File: src/hdl/chained_hash_table_insert_lookup_top_assert.svh
// Assertion macros for the chained hash table block.
// Used by chained_hash_table_insert_lookup_top; expects clk and rst_n in scope.
`ifndef CHAINED_HASH_TABLE_INSERT_LOOKUP_TOP_ASSERT_SVH
`define CHAINED_HASH_TABLE_INSERT_LOOKUP_TOP_ASSERT_SVH

`ifndef SYNTHESIS
// Check a property on every clock edge outside reset
`define CHTIL_ASSERT(lbl, prop) \
  lbl: assert property (@(posedge clk) disable iff (!rst_n) (prop)) \
    else $error("chtil assertion failed");
// Check that a condition leads to a consequence in the next cycle
`define CHTIL_ASSERT_NEXT(lbl, ante, cons) \
  lbl: assert property (@(posedge clk) disable iff (!rst_n) (ante) |=> (cons)) \
    else $error("chtil assertion failed");
`else
`define CHTIL_ASSERT(lbl, prop)
`define CHTIL_ASSERT_NEXT(lbl, ante, cons)
`endif

`endif

File: src/hdl/chtil_pkg.sv
// Shared types and constants of the chained hash table block.
// No dependencies; used by the interfaces, the top module and chtil_hash.
package chtil_pkg;

  localparam int ACTION_W = 1;
  localparam int NUM_W    = 20;
  localparam int COURSE_W = 16;
  localparam int GRADE_W  = 8;
  localparam int STATUS_W = 2;

  localparam int BUCKETS_DEF = 64;
  localparam int ENTRIES_DEF = 256;

  // Bits of the record number consumed per hash step
  localparam int HASH_BITS_PER_STEP = 4;

  typedef enum logic [ACTION_W-1:0] {
    ACT_INSERT = 1'b0,
    ACT_LOOKUP = 1'b1
  } action_t;

  typedef enum logic [STATUS_W-1:0] {
    RS_INSERTED = 2'd0,
    RS_FULL     = 2'd1,
    RS_FOUND    = 2'd2,
    RS_MISS     = 2'd3
  } status_t;

  typedef enum logic [2:0] {
    S_CLEAR,
    S_IDLE,
    S_HASH,
    S_HEAD,
    S_WALK,
    S_RESP
  } state_t;

endpackage

File: src/hdl/chtil_hash.sv
// Bucket index unit: record number modulo the bucket count, HASH_BITS_PER_STEP bits per step.
// Depends on chtil_pkg for the number width and step size.
module chtil_hash #(
  parameter int BUCKETS = chtil_pkg::BUCKETS_DEF
) (
  input  logic                         clk,
  input  logic                         rst_n,
  input  logic                         start,
  input  logic [chtil_pkg::NUM_W-1:0]  number,
  output logic                         done,
  output logic [$clog2(BUCKETS)-1:0]   bucket
);

  localparam int BW    = $clog2(BUCKETS);
  localparam int Step  = chtil_pkg::HASH_BITS_PER_STEP;
  localparam int Steps = (chtil_pkg::NUM_W + Step - 1) / Step;
  localparam int ShW   = Steps * Step;
  localparam int CntW  = $clog2(Steps + 1);

  logic            busy_r;
  logic            done_r;
  logic [CntW-1:0] cnt_r;
  logic [BW-1:0]   rem_r;
  logic [ShW-1:0]  sh_r;
  logic [BW-1:0]   rem_nxt;
  logic [BW:0]     trial;

  // Restoring remainder over the next Step most significant bits
  always_comb begin
    rem_nxt = rem_r;
    trial   = '0;
    for (int i = 0; i < Step; i++) begin
      trial = {rem_nxt, sh_r[ShW-1-i]};
      if (trial >= (BW+1)'(BUCKETS)) begin
        trial = trial - (BW+1)'(BUCKETS);
      end
      rem_nxt = trial[BW-1:0];
    end
  end

  // Sequence the steps and flag completion
  always_ff @(posedge clk) begin
    if (!rst_n) begin
      busy_r <= 1'b0;
      done_r <= 1'b0;
      cnt_r  <= '0;
    end else begin
      done_r <= 1'b0;
      if (start) begin
        busy_r <= 1'b1;
        cnt_r  <= '0;
      end else if (busy_r) begin
        cnt_r <= cnt_r + CntW'(1);
        if (cnt_r == CntW'(Steps - 1)) begin
          busy_r <= 1'b0;
          done_r <= 1'b1;
        end
      end
    end
  end

  // Shift the number and hold the partial remainder
  always_ff @(posedge clk) begin
    if (start) begin
      rem_r <= '0;
      sh_r  <= ShW'(number);
    end else if (busy_r) begin
      rem_r <= rem_nxt;
      sh_r  <= sh_r << Step;
    end
  end

  assign done   = done_r;
  assign bucket = rem_r;

endmodule

File: config.mk
export PLATFORM = sky130hd
export DESIGN_NAME = chtil_hash
export DESIGN_NICKNAME = d
export VERILOG_FILES = /design/src/hdl/chained_hash_table_insert_lookup_top_assert.svh /design/src/hdl/chtil_pkg.sv /design/src/hdl/chtil_hash.sv
export SDC_FILE = /design/constraint.sdc
export NUM_CORES = 1
export LEC_CHECK = 0
export BUFFER_PORTS_ARGS = -buffer_cell sky130_fd_sc_hd__buf_2
export CORE_MARGIN = 1
export CORE_UTILIZATION = 25
export DETAILED_ROUTE_END_ITERATION = 10
export MAX_ROUTING_LAYER = met4
export PLACE_DENSITY = 0.48
export SLEW_MARGIN = 20
export SYNTH_ARGS = -nofsm -noshare
export SYNTH_HDL_FRONTEND = slang
export SYNTH_SLANG_ARGS = --single-unit
File: constraint.sdc
create_clock -name clk -period 1.25 [get_ports clk]
set_input_delay 0.0625 -clock clk [delete_from_list [all_inputs] [get_ports clk]]
set_output_delay 0.0625 -clock clk [all_outputs]
set_load 0.03 [all_outputs]
# After elaboration in Yosys (flattened, before gate mapping)
# Index checks and enable logic that the tools add are counted.
# word_totals
ff_bits	31
in_bits	23
output_inout_bits	7
elab_cells	30
# op_classes
n_addsub	5
n_lt_le_gt_ge	4
n_eq_ne	1
muxes	10
bitwise_logic	2
reduce_logical	3
# op_table
cell	n
$mux W20	2
$ge A7 B7 Y1 const B	4
$mux W6	4
$sub A6 B1 Y6 const B	4
$mux W1	4
$add A3 B1 Y3 const B	1
$eq A3 B3 Y1 const B	1
$reduce_or A3 Y1	1
$not A1 Y1	2
$reduce_bool A2 Y1	1
$reduce_or A2 Y1	1

# Longest topological paths before layout
# logic_depth
ltp_word	8
mapped_depth	4
depth_no_buf	4

# Worst setup path after synthesis
# OpenSTA, ideal clock, no wires.
# synth_timing
path_type	reg-to-reg
startpoint	reg busy_r
endpoint	reg sh_r[0] (enable)
setup_ns	0.300
arrival_ns	0.915
t_required_ns	0.950
slack_ns	0.035
stages_incl_launch_ff	3
n_path_buf	1
period_less_slack_ns	1.215
path_cell_list	dfxtp_1 > buf_6 > or2_2
# synth_via
elab_chain_cells	1
# synth_rtl
element	line_no	text
start, declared	chtil_hash.sv:20	logic busy_r;
start signal, assigned	chtil_hash.sv:44	busy_r <= 1'b0;
start signal, assigned	chtil_hash.sv:50	busy_r <= 1'b1;
start signal, assigned	chtil_hash.sv:55	busy_r <= 1'b0;
$reduce_bool A2 Y1 (no source line)	-	
end signal, assigned	chtil_hash.sv:66	sh_r <= ShW'(number);
end signal, assigned	chtil_hash.sv:69	sh_r <= sh_r << Step;
end, declared	chtil_hash.sv:24	logic [ShW-1:0] sh_r;
# Every way passes these cells.
# A chain may end at the register's enable or synchronous reset.

# Final worst setup path
# layout_timing
startpoint	reg busy_r
endpoint	reg sh_r[13] (enable)
# Same word-level chain as after synthesis.

==> summary.txt <==
Final layout
  – Area Growth Syn to Fin: 26.4%
  – Final nets: roughly 150
  – Fill count: 475
  – Share of cells above drive strength 1: 0.479
  – Final non-filler cell area: 1590 um2
  – Finished Core Util: 0.333
  – Antenna diodes: 0

Timing
  – Slew HR: 0.681
  – RSZ-0062 raised after global routing: false
  – Slew Limit Fails: 0
  – Min cycle time layout: 1.12 ns
  – Peak Freq: between 0.8 and 0.9 GHz
  – Final period utilization: 0.894
  – Worst slew pin tran: between 0.4 and 0.5 ns
  – Final setup skew: between 0.007 and 0.008 ns
  – Final Setup Violations: 0
  – Final TNS setup: 0 ns
  – Final Worst Setup Slack: around 0.13 ns
  – Hold violation count in the final report: 0

Clock network
  – Worst-Skew Late Latency: 0.28 ns
  – CTS tree: yes
  – Clk buf depth: 2
  – Post-cts sizing count: 0
  – H-tree Lvls: 2
  – Clock transition at path regs: about 0.06 ns
  – CTS Buf Count: 5
  – Sink Count: 31
  – Post-CTS setup buffer count: 0
  – Root buffer cell: clkbuf_8
  – Hold-fix buffers at CTS: 0

Detailed routing
  – Initial DRC count: 26
  – DR vias/cell: 3.92
  – DRT Pass-1 Iters: 3
  – WL final: about 2000 um
  – DR WL/cell: ~11 um
  – Residual DRC: 0
  – Vias post-DR: ~740
  – DRT antenna net count: 0

Floorplan
  – Starting Density: 0.263
  – Die width: roughly 73 um
  – Core ar.: 4790 um2
  – Die H: 73.0 um
  – Die ar.: about 5300 um2
  – # IOs: 30
  – FP Rows: 25

Placed design
  – RD Place Congestion: approximately 0.7
  – Port Buffers: 29
  – Worst slack, placed: about 0.12 ns
  – DP Area: 1490 um2
  – Detail Placement HPWL: approximately 1400 um

Synth
  – Area leader, netlist: edfxtp_1
  – Top FF cell, synth: edfxtp_1
  – Seq cells post-synth: 31
  – Mapped Avg Cell Area: 15.0 um2
  – Number of synthesized flops with an enable pin: 20
  – Synth Warn #: 0
  – Post-Syn Area: 1260 um2
  – Top cells by area, synth: edfxtp_1 (48%), dfxtp_1 (17%), mux2_2 (14%), mux2i_1 (5.6%), nor2_1 (2.7%)
  – Most numerous cell in the Yosys netlist: edfxtp_1
  – Register area share after synthesis: 0.651
  – Synth Instances: 84
  – Synth unique cells: 19
  – Synth top cells by count: edfxtp_1 (20), mux2_2 (16), dfxtp_1 (11)
  – Post-synth top area share: 0.477
  – Syn_nets: between 100 and 150
  – Async SR Flop Fraction: 0

Worst setup path
  – WP data arrival: between 1 and 1.5 ns
  – Critical Path RT: 1.21 ns
  – CP top delay family: simple AND/OR/NAND/NOR gates
  – CP Class: flop to flop
  – WP buf/inv: 0
  – Cell Chain, Critical Path: or2_2
  – CP Max Fanout: 20
  – Startpoint types: flop
  – Slowest stage cell, crit path: or2_2
  – Max stage delay on crit path: 0.50 ns
  – CP endpoint kind: flop

Global route
  – Global-route wire length before repair: 3510 um
  – Initial antenna violation count: 0
  – Vias in the first global route: roughly 760
  – Largest net degree at the start of global routing: 21
  – Tot GR Track Use: 0.0945
  – Grt total ovfl: 0

Pwr
  – Tot Pwr: 2370 uW
  – Worst vdd ir: approximately 0.61 mV
  – Leak: about 0.00065 uW
  – Power per Cell Area: 1490 nW/um2

Outcome
  – Status: complete, no violations

Flow run
  – Max Cap Viol: 0

Worst hold path
  – Hold Path Class: input port to flop
final cells by class:
cell class	count	area [um2]	share of cell area
clock inverter	3	38.8	0.0244
timing repair buffer	33	175	0.110
clock buffer	5	68.8	0.0432
multi-input combinational	47	398	0.250
inverter	2	7.51	0.00471
sequential	31	821	0.515
tap	67	83.8	0.0526
state kept, by name, summed over array words and instances, names as in the netlist:
register	cells
bucket	6
busy_r	1
sh_r	20
done	1
cnt_r	3
cells in the final DEF (no fill, tap or decap), drive strengths merged:
| master | synthesis | routed |
|---|---|---|
| buf | 4 | 33 |
| edfxtp | 20 | 20 |
| mux2 | 16 | 16 |
| dfxtp | 11 | 11 |
| nor2 | 9 | 9 |
| mux2i | 7 | 7 |
| clkbuf | 0 | 5 |
| and2 | 4 | 4 |
| inv | 2 | 2 |
| ha | 2 | 2 |
| clkinv | 0 | 2 |
| or2 | 1 | 1 |
| a21boi | 1 | 1 |
| o21a | 1 | 1 |
| nand2b | 1 | 1 |
| nand3 | 1 | 1 |
| a21bo | 1 | 1 |
| nand3b | 1 | 1 |
| a21oi | 1 | 1 |
| xnor2 | 1 | 1 |
| bufinv | 0 | 1 |
power breakdown:
group	switching, uW	total [uW]	internal (uW)
combinational	106	217	111
clock	356	938	583
sequential	24.4	1210	1190
total	486	2370	1880
cell families after synthesis:
family / Yosys count / synth area share
buffers and inverters: 6 / 0.0328
xor gates and xnor gates: 1 / 0.00695
DFF: 31 / 0.651
and+or+nand+nor: 17 / 0.0665
adders and majority gates: 2 / 0.0199
muxes: 23 / 0.199
AOI/OAI and AO/OA: 4 / 0.0238
through the flow:
step	hold slack (ns)	cells
finish	0.0202	188
global route	0.0117	188
CTS	0.00680	188
detailed placement	0.296	180
global placement	0.319	180
floorplan	0.180	84
final timing paths:
check	from	slack (ns)	end	depth (start not counted)
hold reg to reg	bucket[3]	0.49	bucket[3]	2
hold / removal	rst_n	0.02	busy_r	2
setup / recovery	busy_r	0.13	sh_r[13]	1
setup reg to reg	busy_r	0.13	sh_r[13]	1
per-layer routing:
layer / part of all wire / up-vias / routed length [um] / GRT usage
li1: - / 372 / - / -
met1: 0.47 / 336 / 964 / 0.111
met2: 0.44 / 25 / 896 / 0.132
met3: 0.072 / 4 / 147 / 0.0414
met4: 0.022 / 0 / 46 / 0.0588
met5: 0 / - / 0 / -
Note: power is estimated with default switching activity, not from simulation.
