**src/hdl/chained_hash_table_insert_lookup_top_assert.svh**
```systemverilog
// Assertion macros for the chained hash table block.
// Used by chained_hash_table_insert_lookup_top; expects clk and rst_n in scope.
`ifndef CHAINED_HASH_TABLE_INSERT_LOOKUP_TOP_ASSERT_SVH
`define CHAINED_HASH_TABLE_INSERT_LOOKUP_TOP_ASSERT_SVH

`ifndef SYNTHESIS
// Check a property on every clock edge outside reset
`define CHTIL_ASSERT(lbl, prop) \
  lbl: assert property (@(posedge clk) disable iff (!rst_n) (prop)) \
    else $error("chtil assertion failed");
// Check that a condition leads to a consequence in the next cycle
`define CHTIL_ASSERT_NEXT(lbl, ante, cons) \
  lbl: assert property (@(posedge clk) disable iff (!rst_n) (ante) |=> (cons)) \
    else $error("chtil assertion failed");
`else
`define CHTIL_ASSERT(lbl, prop)
`define CHTIL_ASSERT_NEXT(lbl, ante, cons)
`endif

`endif

```
**src/hdl/chtil_ram.sv**
```systemverilog
// Single-port-write, single-port-read synchronous memory with a registered read port.
// No dependencies.
module chtil_ram #(
  parameter int WIDTH = 8,
  parameter int DEPTH = 2
) (
  input  logic                     clk,
  input  logic                     wr_en,
  input  logic [$clog2(DEPTH)-1:0] wr_addr,
  input  logic [WIDTH-1:0]         wr_data,
  input  logic                     rd_en,
  input  logic [$clog2(DEPTH)-1:0] rd_addr,
  output logic [WIDTH-1:0]         rd_data
);

  logic [WIDTH-1:0] mem [DEPTH];
  logic [WIDTH-1:0] rd_data_r;

  // Write port
  always_ff @(posedge clk) begin
    if (wr_en) begin
      mem[wr_addr] <= wr_data;
    end
  end

  // Registered read port
  always_ff @(posedge clk) begin
    if (rd_en) begin
      rd_data_r <= mem[rd_addr];
    end
  end

  assign rd_data = rd_data_r;

endmodule
```
**config.mk**
```make
export PLATFORM = sky130hd
export DESIGN_NAME = chtil_ram
export DESIGN_NICKNAME = d
export VERILOG_FILES = /design/src/hdl/chained_hash_table_insert_lookup_top_assert.svh /design/src/hdl/chtil_ram.sv
export SDC_FILE = /design/constraint.sdc
export NUM_CORES = 1
export LEC_CHECK = 0
export ABC_CLOCK_PERIOD_IN_PS = 1250
export BUFFER_PORTS_ARGS = -buffer_cell sky130_fd_sc_hd__buf_2
export CAP_MARGIN = 20
export CORE_MARGIN = 2
export CORE_UTILIZATION = 30
export CTS_BUF_LIST = sky130_fd_sc_hd__clkbuf_8
export CTS_CLUSTER_DIAMETER = 120
export DETAILED_ROUTE_END_ITERATION = 8
export SYNTH_ARGS = -nofsm -noshare
export SYNTH_HDL_FRONTEND = slang
export SYNTH_SLANG_ARGS = --single-unit
```
**constraint.sdc**
```tcl
create_clock -name clk -period 1.25 [get_ports clk]
set_input_delay 0.1875 -clock clk [delete_from_list [all_inputs] [get_ports clk]]
set_output_delay 0.1875 -clock clk [all_outputs]
set_load 0.02 [all_outputs]
```
Word-level counts from Yosys, hierarchy flattened
Memories as Yosys holds them, arrays and structs flattened. A register that Yosys moved wholly into a read port is not among the register bits.
Index checks and enable logic that the tools add are counted.
{"block": "word_totals", "regBits": 0, "mem_bits_rw": 16, "in_bits": 13, "out_inout_bits": 8, "memories": 1}
{"name": "mem", "depth": 2, "word_bits": 8, "read_ports": 1, "rd_clocked_by_memory_dff": 1, "wr": 1, "line_no": "chtil_ram.sv:16", "text": "logic [WIDTH-1:0] mem [DEPTH];"}
{"block": "op_classes", "mux": 2}
{"op": "$mux W1", "count": 2}

Longest topological paths before layout
Gate-level depths: netlist of run 1.
{"block": "logic_depth", "ltp_word": 2, "mapped_depth": 2, "depth_no_buf": 1}

Worst setup path before layout of run 1
Ideal clock, no wire load.
{"block": "synth_timing", "path_kind": "input to register", "startpoint": "in wr_en", "endpoint": "mem mem[0][0] (enable)", "t_arrival_ps": 608, "t_required_ps": 877, "slack_ps": 269, "stages": 1, "cell_sequence": "nor2b_1"}
{"block": "synth_via", "elab_chain_cells": 2}
{"element": "start: declaration", "line_no": "chtil_ram.sv:8", "text": "input logic wr_en,"}
{"element": "$mux W1", "line_no": "chtil_ram.sv:21", "text": "if (wr_en) begin"}
{"element": "$mux W1 (implied by the code)", "line_no": "chtil_ram.sv:22", "text": "mem[wr_addr] <= wr_data;"}
{"element": "end: declaration", "line_no": "chtil_ram.sv:16"}
No other way between the ends.

Worst setup path in the final report of run 1
{"block": "layout_timing", "startpoint": "reg rd_data_r[7] (netlist: rd_data[7]) (read register of mem)", "endpoint": "out rd_data[7]"}
{"element": "start: declaration", "line_no": "chtil_ram.sv:17", "text": "logic [WIDTH-1:0] rd_data_r;"}
{"element": "end: declaration", "line_no": "chtil_ram.sv:13", "text": "output logic [WIDTH-1:0] rd_data"}
No word-level cell between the ends.

==> run metrics, run 1 <==
status finished clean; worst setup path category reg -> out; fin area 1045 um^2; Post-CTS Hold Fix Bufs 0; post_cts resized 0; Crit path largest cell delay 360 ps; Lkg Pwr 0.0004059 uW; num rows 19; delay-heaviest family, CP flip-flops; Rel. slew slack 75.67%; post-CTS setup repair buffer count 0; Mapped Nets 48; CP Capture Type output port; sw frac 19.03%; Slew Limit Fails 0; Vias 366; gr ovfl total 0; Setup violations, final 0; Commonest cells post-synth edfxtp_1 (24), mux2_4 (8), and2_1 (1), buf_6 (1), nor2b_1 (1); Sw Pwr 289.5 uW; final setup TNS 0 ps; Post-synth top flop edfxtp_1; final hold violations 0; Max Clock Skew 2.190 ps; Yosys cell types 5; DR iter-0 viols 11; first drt pass iteration count 3; crit path cell chain buf_2; Initial Util 31.35%; Die ar. 3328 um^2; synthesized area per cell 24.70 um^2; post-synth top area cell edfxtp_1; Synth Warn # 0; max-capacitance violation count 0; drt wl/cell 11.74 um; WP data required 1060 ps; Int Power 1232 uW; r2r startpoint mem[0][3]; Fmax 1.035 GHz; gpl congestion 0.6365; maximum vdd ir drop 889.7 uV; post-synthesis compound-gate area fraction 0%; simple-gate share of the synthesized area 1.447%; Port Buffers 20; synthesized cell area 864.6 um^2; Adder-Cell Fraction of Synth Area 0%; cts bufs inserted 3; antenna violations before repair 0; clock root buffer clkbuf_8; Synth top area share 83.36%; drt drc 0; top cells by area, synth edfxtp_1 (83%), mux2_4 (14%), buf_6 (1.3%); RSZ-0062 raised after global routing no; vias per cell 4.067; largest net degree at the start of global routing 14; most frequent cell after synthesis edfxtp_1; clk slew on worst S/H paths 80 ps; XOR/XNOR Fraction of Synth Area 0%; Area growth syn-to-layout 20.84%; Clock Latency Late Sink 260 ps; Worst Tran Pin Value 364.9 ps; largest family of logic cells by synthesized area multiplexers; type of the most critical hold path in -> reg; diode count 0; sequential element share of the synthesized area 83.36%; Critical Path Start rd_data[7]; multiplexer share of the synthesized area 13.89%; CP max FO 1; Clk network pwr share 28.4%; Critical-path top delay cell edfxtp_1; first-pass GRT wire length 1587 um; min-delay src wr_data[6]; WP data arrival 780 ps; fin nets 73; Top Ports 21; CP bufs+invs 1; Gate Count Post-Synth 35; number of global-route vias before repair 368; Setup crit start kind flop; maximum buffer depth of the clock tree 2; core area 2758 um^2; PD cells 1456 nW/um^2; Horiz. Die Dim 57.69 um; Post-DRT Antenna Nets 0; TritonCTS clock tree built; # clock sinks 24; placed standard-cell area 999.7 um^2; H-tree depth 1; Gate power share 8.4%; asr flop ratio synth 0%; crit path time final 966.0 ps; post-synthesis register bit count 24; fin crit share 77.28%; Total GRT Usage 6.692%; Seq pwr share 63.2%; Post-synth EDFFs 24; Die H 57.69 um; Routed WL 1057 um; fraction of layout cells with a size suffix above 1 54.24%
area by class of cell:
cell class                      instances  area, um^2
Multi-Input combinational cell         10       132.6
Tap cell                               31       38.79
Sequential cell                        24       720.7
Clock inverter                          1       3.754
Clock buffer                            3       41.29
Timing Repair Buffer                   21       107.6
Fill cell                             247        1713
flip-flops by register name, summed over array words and instances (netlist names):
signal   count
mem         16
rd_data      8
metal layers:
layer / GRT usage (%) / share of wire, % / up-vias
li1: - / - / 183
met2: 10.23 / 48 / 17
met5: 0 / 0 / -
met4: 5.980 / 2.2 / 0
met3: 2.679 / 7.9 / 2
met1: 7.069 / 42 / 164
cells by family after synthesis:
logic type             Yosys count
and+or+nand+nor                  2
DFF                             24
muxes                            8
buffers and inverters            1
cell usage in the layout, fill, tap and decap left out, drive strengths merged:
master and count:
clkinv 1, clkbuf 3, nor2b 1, and2 1, buf 21, mux2 8, edfxtp 24
metrics by stage:
stage                     hold slack [ps]  setup WS (ps)  power (uW)  instances  util [%]
final                               115.0          284.0        1521         90     37.89
after global routing                107.3          237.9        1587         90     37.89
after CTS                           110.7          267.9        1541         90     37.89
after detailed placement            380.5          221.3        1112         86     36.25
after global placement              375.3          246.6        1107         86     36.25
after floorplan                     286.4          269.1        1060         35         -
path summary, 6_finish.rpt:
check / endpoint / slack, ps / depth (start not counted)
worst max-delay path: rd_data[7] / 280 / 1
worst min-delay path: mem[1][6] / 120 / 1
worst max register to register: rd_data[3] / 370 / 1
worst min register to register: rd_data[5] / 550 / 1
power by group through the flow:
stage / clock network [uW] / registers (uW) / logic (uW)
floorplan: 0 / 1010 / 55.0
global placement: 0 / 981 / 126
detailed placement: 0 / 981 / 131
CTS: 447 / 963 / 131
global route: 483 / 966 / 138
finish: 432 / 962 / 128
(Power assumes the default switching activity.)
==> run 2: changes to the inputs <==
ABC_CLOCK_PERIOD_IN_PS = 900   (was 1250)
clock period = 0.9 ns   (was 1.25 ns; I/O delays follow)
==> run 2 against run 1 <==
Against the previous run:
- the run now ends with negative setup slack left
- critical path depth unchanged
- combinational power increased by 57%
- setup slack got worse by 310 ps
- final cell count increased by 1.1%
- sequential share of layout area decreased by 2.5 points
- critical path type unchanged
- final area increased by 3.7%
- largest power group unchanged
- flip-flop and latch count unchanged
==> run metrics, run 2 (same netlist as run 1, synthesis figures left out) <==
Crit path largest cell delay 370 ps; CP bufs+invs 1; Seq pwr share 62.4%; Sw Pwr 417.8 uW; WP data required 760 ps; Fmax 1.075 GHz; fraction of layout cells with a size suffix above 1 58.33%; Largest Register mem; Clock Latency Late Sink 260 ps; cts bufs inserted 3; drt drc 0; Horiz. Die Dim 57.69 um; antenna violations before repair 0; delay-heaviest family, CP flip-flops; fin area 1084 um^2; Vias 377; gr ovfl total 0; Lkg Pwr 0.0004241 uW; H-tree depth 1; drt wl/cell 12.13 um; CP max FO 1; Die ar. 3328 um^2; Reg2Reg Setup Slack 10 ps; gpl congestion 0.6382; Max Clock Skew 1.598 ps; status finished, violations left; Inst Count DP 88; Area growth syn-to-layout 25.33%; Gate power share 9.4%; Initial Util 31.35%; TritonCTS clock tree built; Worst Tran Pin Value 272.1 ps; Port Buffers 20; largest net degree at the start of global routing 13; CP Capture Type output port; first-pass GRT wire length 1738 um; Setup violations, final 8; clk slew on worst S/H paths 80 ps; final setup TNS -131.9 ps; max-capacitance violation count 0; maximum buffer depth of the clock tree 2; setup ws final -29.98 ps; violated checks negative setup slack; RSZ-0062 raised after global routing yes; Top Ports 21; DR iter-0 viols 10; WP data arrival 790 ps; vias per cell 4.143; max FFs per register 16; worst setup path category reg -> out; crit path cell chain buf_2; PD cells 1980 nW/um^2; most frequent cells in the layout edfxtp_1 (24), buf_2 (16), mux2_4 (8), buf_6 (4); diode count 0; Clk network pwr share 28.2%; maximum vdd ir drop 836.7 uV; final non-filler cell total 91; sw frac 19.48%; Die H 57.69 um; Setup crit start kind flop; # clock sinks 24; crit path time final 930.0 ps; num rows 19; post-CTS setup repair buffer count 0; type of the most critical hold path in -> reg; first drt pass iteration count 2; Routed WL 1104 um; fin nets 75; final hold violations 0; commonest non-fill, non-tap cell in the layout edfxtp_1; Critical-path top delay cell edfxtp_1; placed standard-cell area 1017 um^2; Int Power 1727 uW; core area 2758 um^2; number of global-route vias before repair 381; fin crit share 103.3%; Rel. slew slack 81.86%; Post-DRT Antenna Nets 0; Slew Limit Fails 0; clock root buffer clkbuf_8; Total GRT Usage 7.608%
[run 2: cell types whose count changed in the layout (fill, tap and decap cells not counted), sizes merged]
cell,change
clkinv,-1
buf,+2
[run 2: repair_timing]
action                     in CTS  in global routing
hold buffers                    0                  0
hold endpoints to repair        0                  0
gates resized for setup         0                  8
setup endpoints to repair       8                 11
[run 2: layer usage]
metal / GRT usage, % / vias up / share of wire [%]
li1: - / 187 / -
met1: 9.333 / 168 / 44
met2: 9.903 / 18 / 43
met3: 2.679 / 4 / 9.1
met4: 7.973 / 0 / 3.4
met5: 0 / - / 0
[run 2: final timing paths]
path                                  from          to  depth (start not counted)
worst min-delay path            wr_data[1]   mem[1][1]                          1
worst max-delay path            rd_data[5]  rd_data[5]                          1
worst min register to register   mem[1][7]  rd_data[7]                          1
worst max register to register   mem[0][5]  rd_data[5]                          1
[run 2: through the flow]
step	setup WS (ps)	utilization, %	hold slack, ps	power (uW)
2_1_floorplan	49.63	-	233.9	1473
3_3_place_gp	-86.75	36.89	322.8	1547
3_5_place_dp	-93.71	36.89	327.6	1554
4_1_cts	-45.57	38.38	50.60	2156
5_1_grt	-62.13	39.29	44.10	2230
6_report	-29.98	39.29	58.49	2145
[run 2: area by class of cell]
cell class,count,area [um^2]
well taps,31,38.79
multi-input cells,10,135.1
clock buffers,3,41.29
fillers,256,1674
repair buffers,23,147.6
flip-flops and latches,24,720.7
[run 2: power groups by stage]
stage / clock, uW / sequential [uW] / combinational, uW
2_1_floorplan: 0 / 1400 / 77.2
3_3_place_gp: 0 / 1360 / 187
3_5_place_dp: 0 / 1360 / 191
4_1_cts: 628 / 1340 / 191
5_1_grt: 668 / 1350 / 215
6_report: 604 / 1340 / 201
